[config.mk]
export PLATFORM = sky130hd
export DESIGN_NAME = stx_etx_xor_card_deframer_dedup_core
export DESIGN_NICKNAME = d
export VERILOG_FILES = /design/src/hw/rtl/sxd_pkg.sv /design/src/hw/rtl/sxd_byte_unit.sv /design/src/hw/rtl/stx_etx_xor_card_deframer_dedup_core.sv
export SDC_FILE = /design/constraint.sdc
export NUM_CORES = 1
export LEC_CHECK = 0
export BUFFER_PORTS_ARGS = -buffer_cell sky130_fd_sc_hd__buf_2
export CAP_MARGIN = 20
export CORE_ASPECT_RATIO = 1.75
export CORE_MARGIN = 4
export CORE_UTILIZATION = 60
export DETAILED_ROUTE_END_ITERATION = 7
export PLACE_DENSITY = 0.8
export RECOVER_POWER = 25
export REMOVE_ABC_BUFFERS = 1
export SLEW_MARGIN = 15
export SYNTH_ARGS = -nofsm -noshare
export SYNTH_HDL_FRONTEND = slang
export SYNTH_SLANG_ARGS = --single-unit
[constraint.sdc]
create_clock -name clk -period 4.52 [get_ports clk]
set_clock_uncertainty 0.1 [all_clocks]
set_input_delay 0.452 -clock clk [delete_from_list [all_inputs] [get_ports clk]]
set_output_delay 0.452 -clock clk [all_outputs]
set_load 0.02 [all_outputs]
[src/hw/rtl/sxd_pkg.sv]
// shared types and constants of the stx/etx card deframer
// no dependencies; imported by the core, the byte unit and the testbench
package sxd_pkg;

  localparam logic [1:0] OP_BYTE  = 2'd0;
  localparam logic [1:0] OP_IDLE  = 2'd1;
  localparam logic [1:0] OP_TICK  = 2'd2;
  localparam logic [1:0] OP_CLEAR = 2'd3;

  localparam logic [7:0]  START_BYTE   = 8'h02;
  localparam logic [7:0]  END_BYTE     = 8'h03;
  localparam int          MIN_FRAME    = 5;
  localparam int          FRAME_OVH    = 4;
  localparam logic [15:0] SINCE_MAX    = 16'hFFFF;
  localparam logic [15:0] WINDOW_RESET = 16'd1000;

  // result of the shared byte unit
  typedef struct packed {
    logic [7:0] y;
    logic       eq;
  } bu_res_t;

endpackage

[src/hw/rtl/sxd_byte_unit.sv]
// shared byte unit: xor of two bytes and equality of the same pair
// depends on sxd_pkg
module sxd_byte_unit
  import sxd_pkg::*;
(
  input  logic [7:0] a,
  input  logic [7:0] b,
  output bu_res_t    res
);

  always_comb begin
    res.y  = a ^ b;
    // equality reuses the xor
    res.eq = (res.y == 8'h00);
  end

endmodule

[src/hw/rtl/stx_etx_xor_card_deframer_dedup_core.sv]
// stx/etx card frame deframer with xor check and repeat suppression
// depends on sxd_pkg and sxd_byte_unit
//
// input channel: in_valid/in_stall carries op and rx_byte, one event per beat.
// output channel: out_valid/out_stall carries one result per beat; an event
// gives one status beat, or one beat per uid byte when a card is reported.
// cfg_wen/cfg_wdata write the dedup window in ms; the user must write it only
// while the block is idle, which the block itself does not enforce.
// a non-closing event is accepted, then its status beat is loaded.
// an etx byte that may close a frame walks the frame store through the shared
// byte unit, one byte a cycle over its one read port: the xor walk of the frame,
// then the uid compare when the lengths match; a decide step follows, then a
// read and an output load for each reported uid byte.
// in_stall is high from the accept until the last beat of the event is loaded
// into the output register; a waiting result does not block the next accept.
// out_stall holds the output register and the sequencer waits on it.
// rst is synchronous, active high: counters, dedup state and framing clear,
// the window returns to 1000 ms; stores need no clearing.
module stx_etx_xor_card_deframer_dedup_core
  import sxd_pkg::*;
#(
  parameter int UID_MAX   = 10,
  parameter int FRAME_CAP = 18
) (
  input  logic        clk,
  input  logic        rst,
  input  logic        in_valid,
  output logic        in_stall,
  input  logic [1:0]  op,
  input  logic [7:0]  rx_byte,
  input  logic        cfg_wen,
  input  logic [15:0] cfg_wdata,
  output logic        out_valid,
  input  logic        out_stall,
  output logic        is_card,
  output logic [7:0]  card_kind,
  output logic [4:0]  uid_length,
  output logic [3:0]  uid_index,
  output logic [7:0]  uid_byte,
  output logic        last_of_card,
  output logic [31:0] good_frames,
  output logic [31:0] bad_frames,
  output logic [31:0] cards_reported,
  output logic [31:0] cards_suppressed
);

  localparam int SA = $clog2(FRAME_CAP);
  localparam int CW = $clog2(FRAME_CAP + 1);
  localparam int PA = (UID_MAX > 1) ? $clog2(UID_MAX) : 1;
  localparam int UW = $clog2(UID_MAX + 1);
  localparam int MAX_CLOSE = UID_MAX + FRAME_OVH;

  typedef enum logic [6:0] {
    S_IDLE     = 7'b0000001,
    S_STATUS   = 7'b0000010,
    S_XOR      = 7'b0000100,
    S_CMP      = 7'b0001000,
    S_DEC      = 7'b0010000,
    S_EMIT_RD  = 7'b0100000,
    S_EMIT_OUT = 7'b1000000
  } state_t;

  state_t         state;
  logic [15:0]    window;
  logic           collecting;
  logic [CW-1:0]  frame_count;
  logic [UW-1:0]  prior_len;
  logic           prior_valid;
  logic [15:0]    since_ms;
  logic [31:0]    cnt_good, cnt_bad, cnt_rep, cnt_sup;
  logic [CW-1:0]  ra;
  logic           dv;
  logic [CW-1:0]  da;
  logic [7:0]     chk;
  logic [7:0]     type_byte;
  logic [UW-1:0]  ulen;
  logic           same;

  logic [7:0]     store [FRAME_CAP];
  logic [7:0]     prior [UID_MAX];
  logic [7:0]     st_rd, pr_rd;

  logic           acc, full, issue_x, issue_c, slot_free, ld_status, ld_card;
  logic           st_we, st_re, pr_re, pr_we, closing;
  logic [SA-1:0]  st_addr;
  logic [PA-1:0]  pr_addr;
  logic [CW-1:0]  n_new, xor_last, uid_last;
  logic [7:0]     bu_a, bu_b;
  bu_res_t        bu;

  sxd_byte_unit u_bu (
    .a   (bu_a),
    .b   (bu_b),
    .res (bu)
  );

  always_comb begin
    in_stall  = (state != S_IDLE);
    acc       = in_valid && (state == S_IDLE);
    full      = (frame_count >= CW'(FRAME_CAP));
    n_new     = frame_count + CW'(1);
    xor_last  = frame_count - CW'(2);
    uid_last  = CW'(ulen) - CW'(1);
    issue_x   = (state == S_XOR) && (ra <= xor_last);
    issue_c   = (state == S_CMP) && (ra < CW'(ulen));
    slot_free = !out_valid || !out_stall;
    ld_status = (state == S_STATUS) && slot_free;
    ld_card   = (state == S_EMIT_OUT) && slot_free;
    st_we     = acc && (op == OP_BYTE) && collecting && !full;
    // an etx byte that makes a frame of closable size starts the check
    closing   = st_we && (rx_byte == END_BYTE) && (n_new >= CW'(MIN_FRAME)) &&
                (n_new <= CW'(MAX_CLOSE));
    st_re     = issue_x || issue_c || (state == S_EMIT_RD);
    // uid bytes sit two places into the frame
    st_addr   = (state == S_XOR) ? ra[SA-1:0] : SA'(ra + CW'(2));
    pr_re     = issue_c;
    pr_we     = ld_card;
    pr_addr   = ra[PA-1:0];
    bu_a      = (state == S_CMP) ? pr_rd : chk;
    bu_b      = st_rd;
  end

  always_ff @(posedge clk) begin
    if (st_we) store[frame_count[SA-1:0]] <= rx_byte;
    if (st_re) st_rd <= store[st_addr];
  end

  always_ff @(posedge clk) begin
    if (pr_we) prior[pr_addr] <= st_rd;
    if (pr_re) pr_rd <= prior[pr_addr];
  end

  always_ff @(posedge clk) begin
    if (rst) begin
      state       <= S_IDLE;
      window      <= WINDOW_RESET;
      collecting  <= 1'b0;
      frame_count <= '0;
      prior_len   <= '0;
      prior_valid <= 1'b0;
      since_ms    <= '0;
      cnt_good    <= '0;
      cnt_bad     <= '0;
      cnt_rep     <= '0;
      cnt_sup     <= '0;
      ra          <= '0;
      dv          <= 1'b0;
      out_valid   <= 1'b0;
    end else begin
      if (cfg_wen) window <= cfg_wdata;
      out_valid <= ld_status || ld_card || (out_valid && out_stall);
      dv <= issue_x || issue_c;
      da <= ra;
      if (issue_x || issue_c) ra <= ra + CW'(1);

      case (state)
        S_IDLE: begin
          if (acc) begin
            state <= closing ? S_XOR : S_STATUS;
            case (op)
              OP_BYTE: begin
                if (!collecting) begin
                  if (rx_byte == START_BYTE) begin
                    collecting  <= 1'b1;
                    frame_count <= '0;
                  end
                end else if (full) begin
                  // overflow drops the frame, a start byte restarts at once
                  cnt_bad     <= cnt_bad + 32'd1;
                  frame_count <= '0;
                  collecting  <= (rx_byte == START_BYTE);
                end else begin
                  frame_count <= n_new;
                  if (closing) begin
                    ulen <= UW'(n_new - CW'(FRAME_OVH));
                    chk  <= 8'h00;
                    ra   <= '0;
                  end
                end
              end
              OP_IDLE: begin
                if (collecting) begin
                  cnt_bad     <= cnt_bad + 32'd1;
                  collecting  <= 1'b0;
                  frame_count <= '0;
                end
              end
              OP_TICK: begin
                if (since_ms != SINCE_MAX) since_ms <= since_ms + 16'd1;
              end
              OP_CLEAR: begin
                prior_valid <= 1'b0;
                since_ms    <= '0;
              end
              default: ;
            endcase
          end
        end
        S_STATUS: begin
          if (slot_free) state <= S_IDLE;
        end
        S_XOR: begin
          if (dv) begin
            if (da == xor_last) begin
              // accumulated xor against the check byte
              if (!bu.eq) begin
                state <= S_STATUS;
              end else if (prior_valid && prior_len == ulen) begin
                same  <= 1'b1;
                ra    <= '0;
                state <= S_CMP;
              end else begin
                same  <= 1'b0;
                state <= S_DEC;
              end
            end else begin
              chk <= bu.y;
              if (da == CW'(1)) type_byte <= st_rd;
            end
          end
        end
        S_CMP: begin
          if (dv) begin
            if (!bu.eq) same <= 1'b0;
            if (da == uid_last) state <= S_DEC;
          end
        end
        S_DEC: begin
          cnt_good    <= cnt_good + 32'd1;
          since_ms    <= '0;
          collecting  <= 1'b0;
          frame_count <= '0;
          if (same && since_ms < window) begin
            cnt_sup <= cnt_sup + 32'd1;
            state   <= S_STATUS;
          end else begin
            cnt_rep     <= cnt_rep + 32'd1;
            prior_len   <= ulen;
            prior_valid <= 1'b1;
            ra          <= '0;
            state       <= S_EMIT_RD;
          end
        end
        S_EMIT_RD: begin
          state <= S_EMIT_OUT;
        end
        S_EMIT_OUT: begin
          if (slot_free) begin
            if (ra == uid_last) begin
              state <= S_IDLE;
            end else begin
              ra    <= ra + CW'(1);
              state <= S_EMIT_RD;
            end
          end
        end
        default: state <= S_IDLE;
      endcase
    end
  end

  // result payload, loaded with the counters as they stand after the event
  always_ff @(posedge clk) begin
    if (ld_status || ld_card) begin
      good_frames      <= cnt_good;
      bad_frames       <= cnt_bad;
      cards_reported   <= cnt_rep;
      cards_suppressed <= cnt_sup;
    end
    if (ld_status) begin
      is_card      <= 1'b0;
      card_kind    <= 8'h00;
      uid_length   <= 5'd0;
      uid_index    <= 4'd0;
      uid_byte     <= 8'h00;
      last_of_card <= 1'b1;
    end else if (ld_card) begin
      is_card      <= 1'b1;
      card_kind    <= type_byte;
      uid_length   <= 5'(ulen);
      uid_index    <= 4'(ra);
      uid_byte     <= st_rd;
      last_of_card <= (ra == uid_last);
    end
  end

endmodule

==> results of run 1 <==
flip-flops by register name, indices dropped and copies added (netlist names), 16 cells and up:
signal / cells
good_frames: 32
bad_frames: 32
store: 144
cnt_bad: 32
cards_suppressed: 32
cards_reported: 32
window: 16
prior: 80
since_ms: 16
cnt_rep: 32
cnt_sup: 32
cnt_good: 32
power by group through the flow:
stage                     Clock (uW)  Sequential [uW]  Combinational, uW
after floorplan                    0             6310                251
after global placement             0             6170                668
after detailed placement           0             6180                681
after CTS                       4670             6060                685
after global routing            4910             6060                731
final                           4600             6060                681
cells in the final DEF, fill, tap and decap left out, types with 5 or more instances in the layout:
master,Yosys,routed
a211oi_1,15,15
a21oi_1,102,102
a221oi_1,8,8
a22oi_1,38,38
and2_1,21,21
and3_1,24,24
and4_1,16,16
buf_2,10,176
buf_4,1,27
clkbuf_1,78,15
clkbuf_16,0,57
clkbuf_8,0,9
clkinv_1,0,5
clkinv_2,0,7
dfxtp_1,211,210
edfxtp_1,394,394
ha_1,43,43
inv_1,51,51
mux2i_1,95,95
mux4_2,16,16
nand2_1,154,154
nand2b_1,8,8
nand3_1,62,62
nand4_1,44,44
nor2_1,177,177
nor2b_1,32,32
nor3_1,46,46
nor4_1,17,17
o211ai_1,12,12
o21a_1,15,15
o21ai_0,31,31
o22ai_1,8,8
o31ai_1,23,23
or3_1,19,19
or4_1,19,19
xnor2_1,74,74
xor2_1,58,58
worst max-delay path by stage:
stage                     to  slack (ns)  depth (start not counted)
6_report             bu_b[4]        0.93                          7
3_5_place_dp     prior[0][6]        1.25                          6
4_1_cts          prior[2][6]        1.20                          6
5_1_grt              bu_b[4]        0.61                          7
3_3_place_gp           ra[3]        1.42                          9
2_1_floorplan  bad_frames[0]       -0.88                          4
cell type report:
type / count / share of cell area
clock inverters: 24 / 0.00845
diodes: 1 / 0.0000885
flip-flops and latches: 605 / 0.568
clock buffers: 71 / 0.0555
repair buffers: 218 / 0.0427
well taps: 550 / 0.0243
inverters: 51 / 0.00677
multi-input cells: 1240 / 0.294
cells by family after synthesis:
| group | after synthesis | share of synthesized area |
|---|---|---|
| and+or+nand+nor | 664 | 0.134 |
| adders and majority gates | 43 | 0.0216 |
| muxes | 113 | 0.0535 |
| AOI/OAI and AO/OA | 284 | 0.0747 |
| xor gates and xnor gates | 135 | 0.0493 |
| buffers and inverters | 146 | 0.0232 |
| other | 1 | 0.000150 |
| DFF | 605 | 0.644 |
metrics by stage:
stage	util	setup TNS [ns]	instances	instance area (um^2)	power, uW
4_1_cts	0.690	0	2758	28300	11400
2_1_floorplan	-	-113.64	1896	24500	6560
3_3_place_gp	0.646	0	2661	26400	6840
5_1_grt	0.691	0	2760	28300	11700
6_report	0.691	0	2760	28300	11300
3_5_place_dp	0.646	0	2661	26400	6860
tightest hold or removal path, delay by kind of cell:
kind / cells / cell delay (ns)
mux: 1 / 0.05
simple gates: 1 / 0.07
buf+inv: 1 / 0.07
metal layers:
layer / track usage / vias to the layer above / share of wire / wire, um
li1: - / 7678 / - / -
met1: 0.263 / 7968 / 0.36 / 19700
met2: 0.446 / 576 / 0.54 / 29700
met3: 0.0308 / 160 / 0.051 / 2810
met4: 0.113 / 0 / 0.052 / 2860
met5: 0 / - / 0 / 0
timing repair:
| item | in CTS | in global routing |
|---|---|---|
| endpoints found under the setup margin | 0 | 0 |
| hold buffers | 2 | 0 |
| buffers inserted | 0 | 0 |
| endpoints found under the hold margin | 2 | 0 |
| resized for setup | 0 | 0 |
==> results.rst, run 1 <==
.. list-table::
   :header-rows: 1

   * - Metric
     - Value
   * - Initial antenna violation count
     - 1
   * - RSZ-0062 raised after global routing
     - false
   * - Total of buffers placed on input and output ports
     - 186
   * - Sequential cell area fraction in the yosys report
     - 0.644
   * - Total net switching power
     - 2480 uW
   * - Width of the die
     - 162 um
   * - Master of the slowest instance on the critical path
     - clkbuf_1
   * - Hold endpoint
     - window[0]
   * - Worst-skew pair later-pin latency
     - 0.57 ns
   * - Critical path, cell by cell
     - clkbuf_1 -> ha_1 -> nand2_1 -> o22ai_1 -> o21bai_1 -> a21oi_1 -> nand2_1
   * - Grt total ovfl
     - 0
   * - Number of iterations in the first detailed-routing pass
     - 7
   * - Critical Path RT
     - 4.62 ns
   * - Average routed wire per standard cell
     - 20.0 um
   * - Cts bufs inserted
     - 51
   * - Core Box Area
     - 0.0410 mm^2
   * - Share of post-route cells with drive strength above 1
     - 0.150
   * - Site Rows
     - 98
   * - Area taken by flip-flops and latches
     - 0.0161 mm^2
   * - Most area-consuming cells after synthesis
     - edfxtp_1 47%, dfxtp_1 17%, mux2i_1 3.8%, nor2_1 2.7%, xnor2_1 2.6%
   * - Flip-flop and latch count after synthesis
     - 605
   * - Max_slew headroom
     - 0.00887
   * - Final weighted congestion of routability-driven global placement
     - 0.895
   * - Capturing element type of the critical path
     - flop
   * - Reg power frac
     - 0.534
   * - Fill cell count
     - 2882
   * - I/O pin total
     - 188
   * - Areal power density over the cells
     - 401 mW/mm^2
   * - Warnings, synthesis
     - 0
   * - Total routing usage reported by global routing
     - 0.238
   * - H-tree levels
     - 2
   * - Clock root buffer
     - clkbuf_16
   * - Cell internal pwr
     - 8870 uW
   * - Area enclosed by the die boundary
     - 0.0450 mm^2
   * - First-pass GRT wire length
     - 85.7 mm
   * - Worst setup path class
     - flop to flop
   * - Library cell appearing most often on the critical path
     - nand2_1
   * - Maximum clock frequency
     - 0.279 GHz
   * - Vert. Die Dim
     - 278 um
   * - Worst path arrival time
     - 3.69 ns
   * - Maximum vdd drop
     - 0.376 mV
   * - Timing startpoint of the critical path
     - ra[3]
   * - Maximum cell stage delay along the critical path
     - 1.04 ns
   * - Share of the clock period used by the worst path after layout
     - 0.794
   * - Failing checks
     - max-capacitance violations
   * - Outcome
     - finished, violations left
   * - Category of the worst setup path launch point
     - flop
   * - Number of max-capacitance violations reported
     - 1
   * - Synth top area share
     - 0.474
   * - Final period demand of the worst path
     - 3.59 ns
   * - Count of nets left with antenna violations after detail routing
     - 0
   * - Total number of vias
     - 16400
   * - Clk sink count
     - 605
   * - Leakage
     - 0.0103 uW
   * - Critical register-to-register path startpoint
     - ra[3]
   * - Starting density of the core
     - 0.609
   * - Cell area after technology mapping
     - 0.0249 mm^2
   * - Top_reg_cell synth
     - edfxtp_1
   * - Clock share of power
     - 0.406
   * - Worst-path maximum fanout
     - 30
   * - Synthesized netlist cell count
     - 1991
   * - Area delta synth->final
     - 13.4%
   * - Async S/R FF share, synth
     - 0
   * - Top cells by instance count after synthesis
     - 394 x edfxtp_1, 211 x dfxtp_1, 177 x nor2_1
   * - Footprint of the multi-input gates
     - 0.00833 mm^2
   * - Maximum number of pins on one net before global-route repair
     - 69
   * - Switching Fraction
     - 0.218
   * - Final Slew Violations
     - 0
   * - Detailed placement HPWL
     - 37.7 mm
   * - Final Worst Setup Slack
     - 0.931 ns
   * - Wire length reported by the detailed router
     - 55.1 mm
   * - TritonCTS clock tree
     - done
   * - Critical register-to-register path endpoint
     - bu_b[4]
   * - Critical hold path startpoint
     - cfg_wdata[0]
   * - WP buf/inv
     - 1
   * - Number of distinct standard cells referenced by the synthesized netlist
     - 73
   * - Setup violations, final
     - 0
   * - Family of cells with the greatest summed delay on the critical path
     - buffers and inverters
   * - Number of synthesized flops with an enable pin
     - 394
   * - Total Nets Final
     - 2241
   * - Area leader, netlist
     - edfxtp_1
   * - Pre-CTS setup slack
     - 1.25 ns
   * - Final Hold Viols
     - 0
   * - Worst hold slack
     - 0.0173 ns
   * - Part of the total power dissipated in combinational logic
     - 0.060
   * - Vias in the first global route
     - 16300
   * - Post-Syn Area per Cell
     - 12.5 um^2
   * - Worst slew pin tran
     - 1.49 ns
   * - Number of remaining DRC errors
     - 0
   * - Hold Path Cell Cnt
     - 3
   * - R2r setup slk
     - 0.93 ns
   * - Starting DRC count in detailed routing
     - 1232
   * - Kind of path behind the tightest hold check
     - input port to flop
   * - Library cell with the highest instance count after synthesis
     - edfxtp_1
   * - Worst Reg2Reg Path Length in Cells
     - 7
   * - Reg clk slew, reported paths
     - 0.07 ns
   * - Clock buffer depth
     - 3
   * - Via-per-instance ratio
     - 5.94
(Power assumes the default switching activity.)
==> run 2, diff against run 1 <==
--- a/config.mk
+++ b/config.mk
@@ -5,13 +5,14 @@
 export SDC_FILE = /design/constraint.sdc
 export NUM_CORES = 1
 export LEC_CHECK = 0
+export ABC_AREA = 1
 export BUFFER_PORTS_ARGS = -buffer_cell sky130_fd_sc_hd__buf_2
 export CAP_MARGIN = 20
 export CORE_ASPECT_RATIO = 1.75
 export CORE_MARGIN = 4
-export CORE_UTILIZATION = 60
+export CORE_UTILIZATION = 55
 export DETAILED_ROUTE_END_ITERATION = 7
-export PLACE_DENSITY = 0.8
+export PLACE_DENSITY = 0.77
 export RECOVER_POWER = 25
 export REMOVE_ABC_BUFFERS = 1
 export SLEW_MARGIN = 15
==> constraint.sdc (replaced) <==
create_clock -name clk -period 3.21 [get_ports clk]
set_clock_uncertainty 0.1 [all_clocks]
set_input_delay 0.321 -clock clk [delete_from_list [all_inputs] [get_ports clk]]
set_output_delay 0.321 -clock clk [all_outputs]
set_load 0.02 [all_outputs]
==> results.rst, run 2 <==
.. list-table::
   :header-rows: 1

   * - Metric
     - Value
   * - Outcome
     - completed
   * - Areal power density over the cells
     - 526 mW/mm^2
   * - Worst setup path class
     - flop to flop
   * - Most area-consuming cells after synthesis
     - edfxtp_1 45%, dfxtp_1 16%, nand2_1 9.6%, nor2_1 3.6%, inv_1 3.3%
   * - Post-cts sizing count
     - 0
   * - Synthesized netlist cell count
     - 2728
   * - Share of the clock period used by the worst path after layout
     - 0.933
   * - Worst hold slack
     - 0.0557 ns
   * - Logic depth of the worst path, buffers included
     - 9
   * - Number of synthesized flops with an enable pin
     - 394
   * - Total Nets Final
     - 3019
   * - Library cell appearing most often on the critical path
     - nand2_1
   * - Number of iterations in the first detailed-routing pass
     - 8
   * - Vias in the first global route
     - 19800
   * - Clock share of power
     - 0.395
   * - Final Hold Viols
     - 0
   * - Family of cells with the greatest summed delay on the critical path
     - simple AND/OR/NAND/NOR gates
   * - Synth top area share
     - 0.451
   * - Maximum cell stage delay along the critical path
     - 0.60 ns
   * - Most common library cell in the layout ignoring fill and taps
     - nand2_1
   * - Starting DRC count in detailed routing
     - 1612
   * - Site Rows
     - 105
   * - Max_slew headroom
     - 0.189
   * - Worst slew pin tran
     - 1.22 ns
   * - Cell total after placement
     - 3454
   * - Total number of vias
     - 20200
   * - First-pass GRT wire length
     - 101 mm
   * - Core Box Area
     - 0.0470 mm^2
   * - Worst path arrival time
     - 3.11 ns
   * - Reg power frac
     - 0.545
   * - Clk sink count
     - 605
   * - Flip-flop and latch count after synthesis
     - 605
   * - Area taken by flip-flops and latches
     - 0.0161 mm^2
   * - Share of post-route cells with drive strength above 1
     - 0.117
   * - Number of max-capacitance violations reported
     - 0
   * - Cts bufs inserted
     - 51
   * - Clock buffer depth
     - 3
   * - Cell area after technology mapping
     - 0.0262 mm^2
   * - Number of remaining DRC errors
     - 0
   * - Critical hold path startpoint
     - op[1]
   * - Part of the total power dissipated in combinational logic
     - 0.060
   * - Warnings, synthesis
     - 0
   * - Count of nets left with antenna violations after detail routing
     - 0
   * - Kind of path behind the tightest hold check
     - input port to flop
   * - Area leader, netlist
     - edfxtp_1
   * - Total of buffers placed on input and output ports
     - 186
   * - Reg clk slew, reported paths
     - 0.07 ns
   * - Highest-count cells in the layout ignoring fill and taps
     - 668 x nand2_1, 394 x edfxtp_1, 249 x nor2_1, 229 x inv_1, 210 x dfxtp_1
   * - Worst Reg2Reg Path Length in Cells
     - 9
   * - Hold endpoint
     - collecting
   * - Width of the die
     - 173 um
   * - Critical Path RT
     - 3.32 ns
   * - RSZ-0062 raised after global routing
     - false
   * - Starting density of the core
     - 0.558
   * - Timing startpoint of the critical path
     - frame_count[0]
   * - Top_reg_cell synth
     - edfxtp_1
   * - Grt total ovfl
     - 0
   * - Final weighted congestion of routability-driven global placement
     - 0.967
   * - Switching Fraction
     - 0.225
   * - Maximum clock frequency
     - 0.334 GHz
   * - Total routing usage reported by global routing
     - 0.243
   * - Cell internal pwr
     - 12200 uW
   * - Vert. Die Dim
     - 297 um
   * - Clock root buffer
     - clkbuf_16
   * - Critical register-to-register path endpoint
     - store[0][4]
   * - Library cell with the highest instance count after synthesis
     - nand2_1
   * - Initial antenna violation count
     - 2
   * - Setup violations, final
     - 0
   * - R2r setup slk
     - 0.21 ns
   * - I/O pin total
     - 188
   * - Final Slew Violations
     - 0
   * - Final non-filler cell total
     - 3573
   * - Number of distinct standard cells referenced by the synthesized netlist
     - 50
   * - Total net switching power
     - 3520 uW
   * - Category of the worst setup path launch point
     - flop
   * - Wire length reported by the detailed router
     - 65.2 mm
   * - Largest register FFs
     - 144
   * - Master of the slowest instance on the critical path
     - nor2_1
   * - Maximum vdd drop
     - 0.479 mV
   * - Final period demand of the worst path
     - 3.00 ns
   * - Fill cell count
     - 3707
   * - Hold Path Cell Cnt
     - 4
   * - WP buf/inv
     - 1
   * - Average routed wire per standard cell
     - 18.2 um
   * - H-tree levels
     - 2
   * - Post-Syn Area per Cell
     - 9.62 um^2
   * - Via-per-instance ratio
     - 5.67
   * - Leakage
     - 0.0111 uW
   * - Capturing element type of the critical path
     - flop
   * - Async S/R FF share, synth
     - 0
   * - Area delta synth->final
     - 13.7%
   * - Worst-path maximum fanout
     - 8
   * - Detailed placement HPWL
     - 46.7 mm
   * - Layout Cell Area excl Fill
     - 0.0298 mm^2
   * - Footprint of the multi-input gates
     - 0.00888 mm^2
   * - Final total power
     - 15700 uW
   * - Worst-skew pair later-pin latency
     - 0.60 ns
   * - Top cells by instance count after synthesis
     - 669 x nand2_1, 394 x edfxtp_1, 249 x nor2_1
   * - Sequential cell area fraction in the yosys report
     - 0.612
   * - Maximum number of pins on one net before global-route repair
     - 86
   * - Area enclosed by the die boundary
     - 0.0514 mm^2
   * - Critical path, cell by cell
     - inv_1 -> ha_1 -> nand2_1 -> nand3_1 -> nand2_1 -> nand3_1 -> nor2_1 -> nand2_1 -> nor2_1
   * - TritonCTS clock tree
     - done
   * - Critical register-to-register path startpoint
     - frame_count[0]
   * - Area after DPL
     - 0.0279 mm^2
[run 2: changes by cell type after synthesis, moves of 20 or more]
cell and change:
nand2_1 +515, inv_1 +178, o21ai_0 +110, mux2i_1 -95, nor2_1 +72, nand3_1 +70, a21oi_1 +60, xnor2_1 -51
nor3_1 +46, a22oi_1 -38, nor2b_1 -32, o211ai_1 +23, o31ai_1 -22, and2_1 -20
[run 2: what timing repair did]
item / CTS / global route
hold buffers: 26 / 0
hold endpoints to repair: 21 / 0
setup buffers: 0 / 0
[run 2: metrics by stage]
stage	util	setup TNS [ns]	setup slack [ns]
finish	0.634	0	0.215
CTS	0.634	0	0.267
detailed placement	0.593	0	0.274
floorplan	-	-396.07	-2.12
global route	0.634	0	0.0620
global placement	0.593	0	0.505
[run 2: power by group through the flow]
| stage | Sequential (uW) | Clock, uW | Combinational, uW |
|---|---|---|---|
| after floorplan | 8910 | 0 | 324 |
| after global placement | 8710 | 0 | 907 |
| after detailed placement | 8710 | 0 | 923 |
| after CTS | 8540 | 6290 | 953 |
| after global routing | 8560 | 6590 | 1030 |
| final | 8540 | 6200 | 946 |
[run 2: cell families (layout without fill, tap and decap cells)]
family          after synthesis  in the layout  share of synthesized area
compound gates              393            393                     0.0821
xor+xnor                     84             84                     0.0286
fa+ha+maj                    43             43                     0.0205
buf+inv                     339            594                     0.0503
flops                       605            605                      0.612
other cells                   1              3                   0.000143
simple gates               1263           1263                      0.206
[run 2: how the worst max path moves through the flow]
stage	end	slack (ns)
floorplan	bad_frames[0]	-2.12
global placement	store[0][2]	0.50
detailed placement	store[0][2]	0.27
CTS	store[0][4]	0.27
global route	store[0][0]	0.06
finish	store[0][4]	0.21
[run 2: area by class of cell]
class                   instances  share of cell area
well taps                     588              0.0247
flip-flops and latches        605               0.538
inverters                     248              0.0312
clock buffers                  62              0.0457
multi-input cells            1784               0.298
repair buffers                255              0.0517
clock inverters                29              0.0102
diodes                          2            0.000168
[run 2: routing by layer]
layer / up-vias / GRT usage / routed length (um)
met5: - / 0 / 0
met4: 0 / 0.118 / 3110
met3: 203 / 0.0304 / 3360
li1: 9710 / - / -
met2: 742 / 0.467 / 35400
met1: 9587 / 0.262 / 23300
[run 2: worst register-to-register path, cell delays in order, from the launching register on]
cell and delay (ns):
dfxtp_1 0.48, inv_1 0.16, ha_1 0.26, nand2_1 0.08, nand3_1 0.06, nand2_1 0.12, nand3_1 0.13, nor2_1 0.32
nand2_1 0.31, nor2_1 0.60
==> run 3, diff against run 2 <==
--- a/config.mk
+++ b/config.mk
@@ -13,9 +13,9 @@
 export CORE_UTILIZATION = 55
 export DETAILED_ROUTE_END_ITERATION = 7
 export PLACE_DENSITY = 0.77
-export RECOVER_POWER = 25
 export REMOVE_ABC_BUFFERS = 1
 export SLEW_MARGIN = 15
 export SYNTH_ARGS = -nofsm -noshare
 export SYNTH_HDL_FRONTEND = slang
 export SYNTH_SLANG_ARGS = --single-unit
+export TNS_END_PERCENT = 1
==> results.rst, run 3 (synthesis results as in run 2) <==
.. list-table::
   :header-rows: 1

   * - Metric
     - Value
   * - Outcome
     - completed
   * - Highest-count cells in the layout ignoring fill and taps
     - 668 x nand2_1, 394 x edfxtp_1, 249 x nor2_1, 229 x inv_1, 210 x dfxtp_1
   * - Worst Reg2Reg Path Length in Cells
     - 9
   * - Final Slew Violations
     - 0
   * - Final period demand of the worst path
     - 2.99 ns
   * - Final weighted congestion of routability-driven global placement
     - 0.967
   * - First-pass GRT wire length
     - 101 mm
   * - Most common library cell in the layout ignoring fill and taps
     - nand2_1
   * - Clock buffer depth
     - 3
   * - Number of max-capacitance violations reported
     - 0
   * - Critical hold path startpoint
     - op[1]
   * - Max_slew headroom
     - 0.490
   * - Cts bufs inserted
     - 51
   * - Worst path arrival time
     - 3.11 ns
   * - Vert. Die Dim
     - 297 um
   * - Critical Path RT
     - 3.32 ns
   * - Capturing element type of the critical path
     - flop
   * - RSZ-0062 raised after global routing
     - false
   * - Final non-filler cell total
     - 3573
   * - Worst-skew pair later-pin latency
     - 0.60 ns
   * - TritonCTS clock tree
     - done
   * - Post-cts sizing count
     - 0
   * - Total routing usage reported by global routing
     - 0.243
   * - Hold endpoint
     - collecting
   * - Total Nets Final
     - 3019
   * - Detailed placement HPWL
     - 46.7 mm
   * - I/O pin total
     - 188
   * - Category of the worst setup path launch point
     - flop
   * - Total of buffers placed on input and output ports
     - 186
   * - R2r setup slk
     - 0.22 ns
   * - Kind of path behind the tightest hold check
     - input port to flop
   * - Starting DRC count in detailed routing
     - 1617
   * - Share of post-route cells with drive strength above 1
     - 0.120
   * - Grt total ovfl
     - 0
   * - Share of the clock period used by the worst path after layout
     - 0.933
   * - Number of iterations in the first detailed-routing pass
     - 7
   * - Final Hold Viols
     - 0
   * - Area delta synth->final
     - 13.7%
   * - Largest register FFs
     - 144
   * - Worst-path maximum fanout
     - 8
   * - Width of the die
     - 173 um
   * - Total number of vias
     - 20300
   * - Wire length reported by the detailed router
     - 65.2 mm
   * - Maximum number of pins on one net before global-route repair
     - 86
   * - Core Box Area
     - 0.0470 mm^2
   * - Reg clk slew, reported paths
     - 0.07 ns
   * - Worst setup path class
     - flop to flop
   * - Setup violations, final
     - 0
   * - Starting density of the core
     - 0.558
   * - H-tree levels
     - 2
   * - Number of remaining DRC errors
     - 0
   * - Vias in the first global route
     - 19800
   * - Worst slew pin tran
     - 0.765 ns
   * - Hold Path Cell Cnt
     - 4
   * - Maximum clock frequency
     - 0.334 GHz
   * - Average routed wire per standard cell
     - 18.2 um
   * - Setup TNS after final layout
     - 0 ns
   * - Area after DPL
     - 0.0279 mm^2
   * - Critical register-to-register path endpoint
     - store[0][4]
   * - Maximum vdd drop
     - 0.480 mV
   * - Setup Buffers After CTS
     - 0
   * - Clk sink count
     - 605
   * - Layout Cell Area excl Fill
     - 0.0298 mm^2
   * - Areal power density over the cells
     - 526 mW/mm^2
   * - Area enclosed by the die boundary
     - 0.0514 mm^2
   * - Critical register-to-register path startpoint
     - frame_count[0]
   * - Clock root buffer
     - clkbuf_16
   * - Cell total after placement
     - 3454
   * - Initial antenna violation count
     - 2
   * - Count of nets left with antenna violations after detail routing
     - 0
   * - Leakage
     - 0.0111 uW
   * - Site Rows
     - 105
   * - Via-per-instance ratio
     - 5.67
-- run 3: cell types whose count changed in the layout (fill, tap and decap cells not counted), sizes merged --
cell,change
buf,+9
clkbuf,-9
-- run 3: worst max-delay path: stages (launching register included) --
cell     delay [ns]
dfxtp_1        0.48
inv_1          0.16
ha_1           0.26
nand2_1        0.08
nand3_1        0.06
nand2_1        0.12
nand3_1        0.13
nor2_1         0.32
nand2_1        0.31
nor2_1         0.60
-- run 3: report_power, final --
group	switching, uW	internal [uW]	leakage, uW
Clock	2760	3430	0.000800
Sequential	90.5	8450	0.00524
Combinational	671	278	0.00506
-- run 3: worst max path at each step --
stage	start	to	slack, ns	depth (start not counted)
after CTS	frame_count[0]	store[0][4]	0.27	9
after global placement	frame_count[0]	store[0][2]	0.50	9
final	frame_count[0]	store[0][4]	0.22	9
after detailed placement	frame_count[0]	store[0][2]	0.27	9
after floorplan	state[2]	bad_frames[0]	-2.12	7
after global routing	frame_count[0]	store[0][0]	0.06	9
-- run 3: repair_timing --
| item | CTS | global route |
|---|---|---|
| hold endpoints to repair | 21 | 0 |
| setup endpoints to repair | 0 | 0 |
| hold buffers | 26 | 0 |
-- run 3: layout make-up --
type                       instances  area (um^2)
sequential                       605        16100
antenna                            2         5.00
timing repair buffer             255         1550
tap                              588          736
clock inverter                    29          304
clock buffer                      62         1360
inverter                         248          931
fill                            3705        17200
multi-input combinational       1784         8880
-- run 3: stage by stage --
step / hold WS [ns] / util / total power, uW / setup WS, ns
after floorplan: 0.290 / - / 9240 / -2.12
after global placement: 0.315 / 0.593 / 9610 / 0.505
after detailed placement: 0.324 / 0.593 / 9640 / 0.274
after CTS: 0.0203 / 0.634 / 15800 / 0.267
after global routing: 0.0568 / 0.634 / 16200 / 0.0620
final: 0.0559 / 0.634 / 15700 / 0.215
-- run 3: routing by layer --
| layer | GRT usage | wire length (um) |
|---|---|---|
| met1 | 0.262 | 23300 |
| met2 | 0.467 | 35400 |
| met3 | 0.0304 | 3290 |
| met4 | 0.118 | 3120 |
| met5 | 0 | 0 |
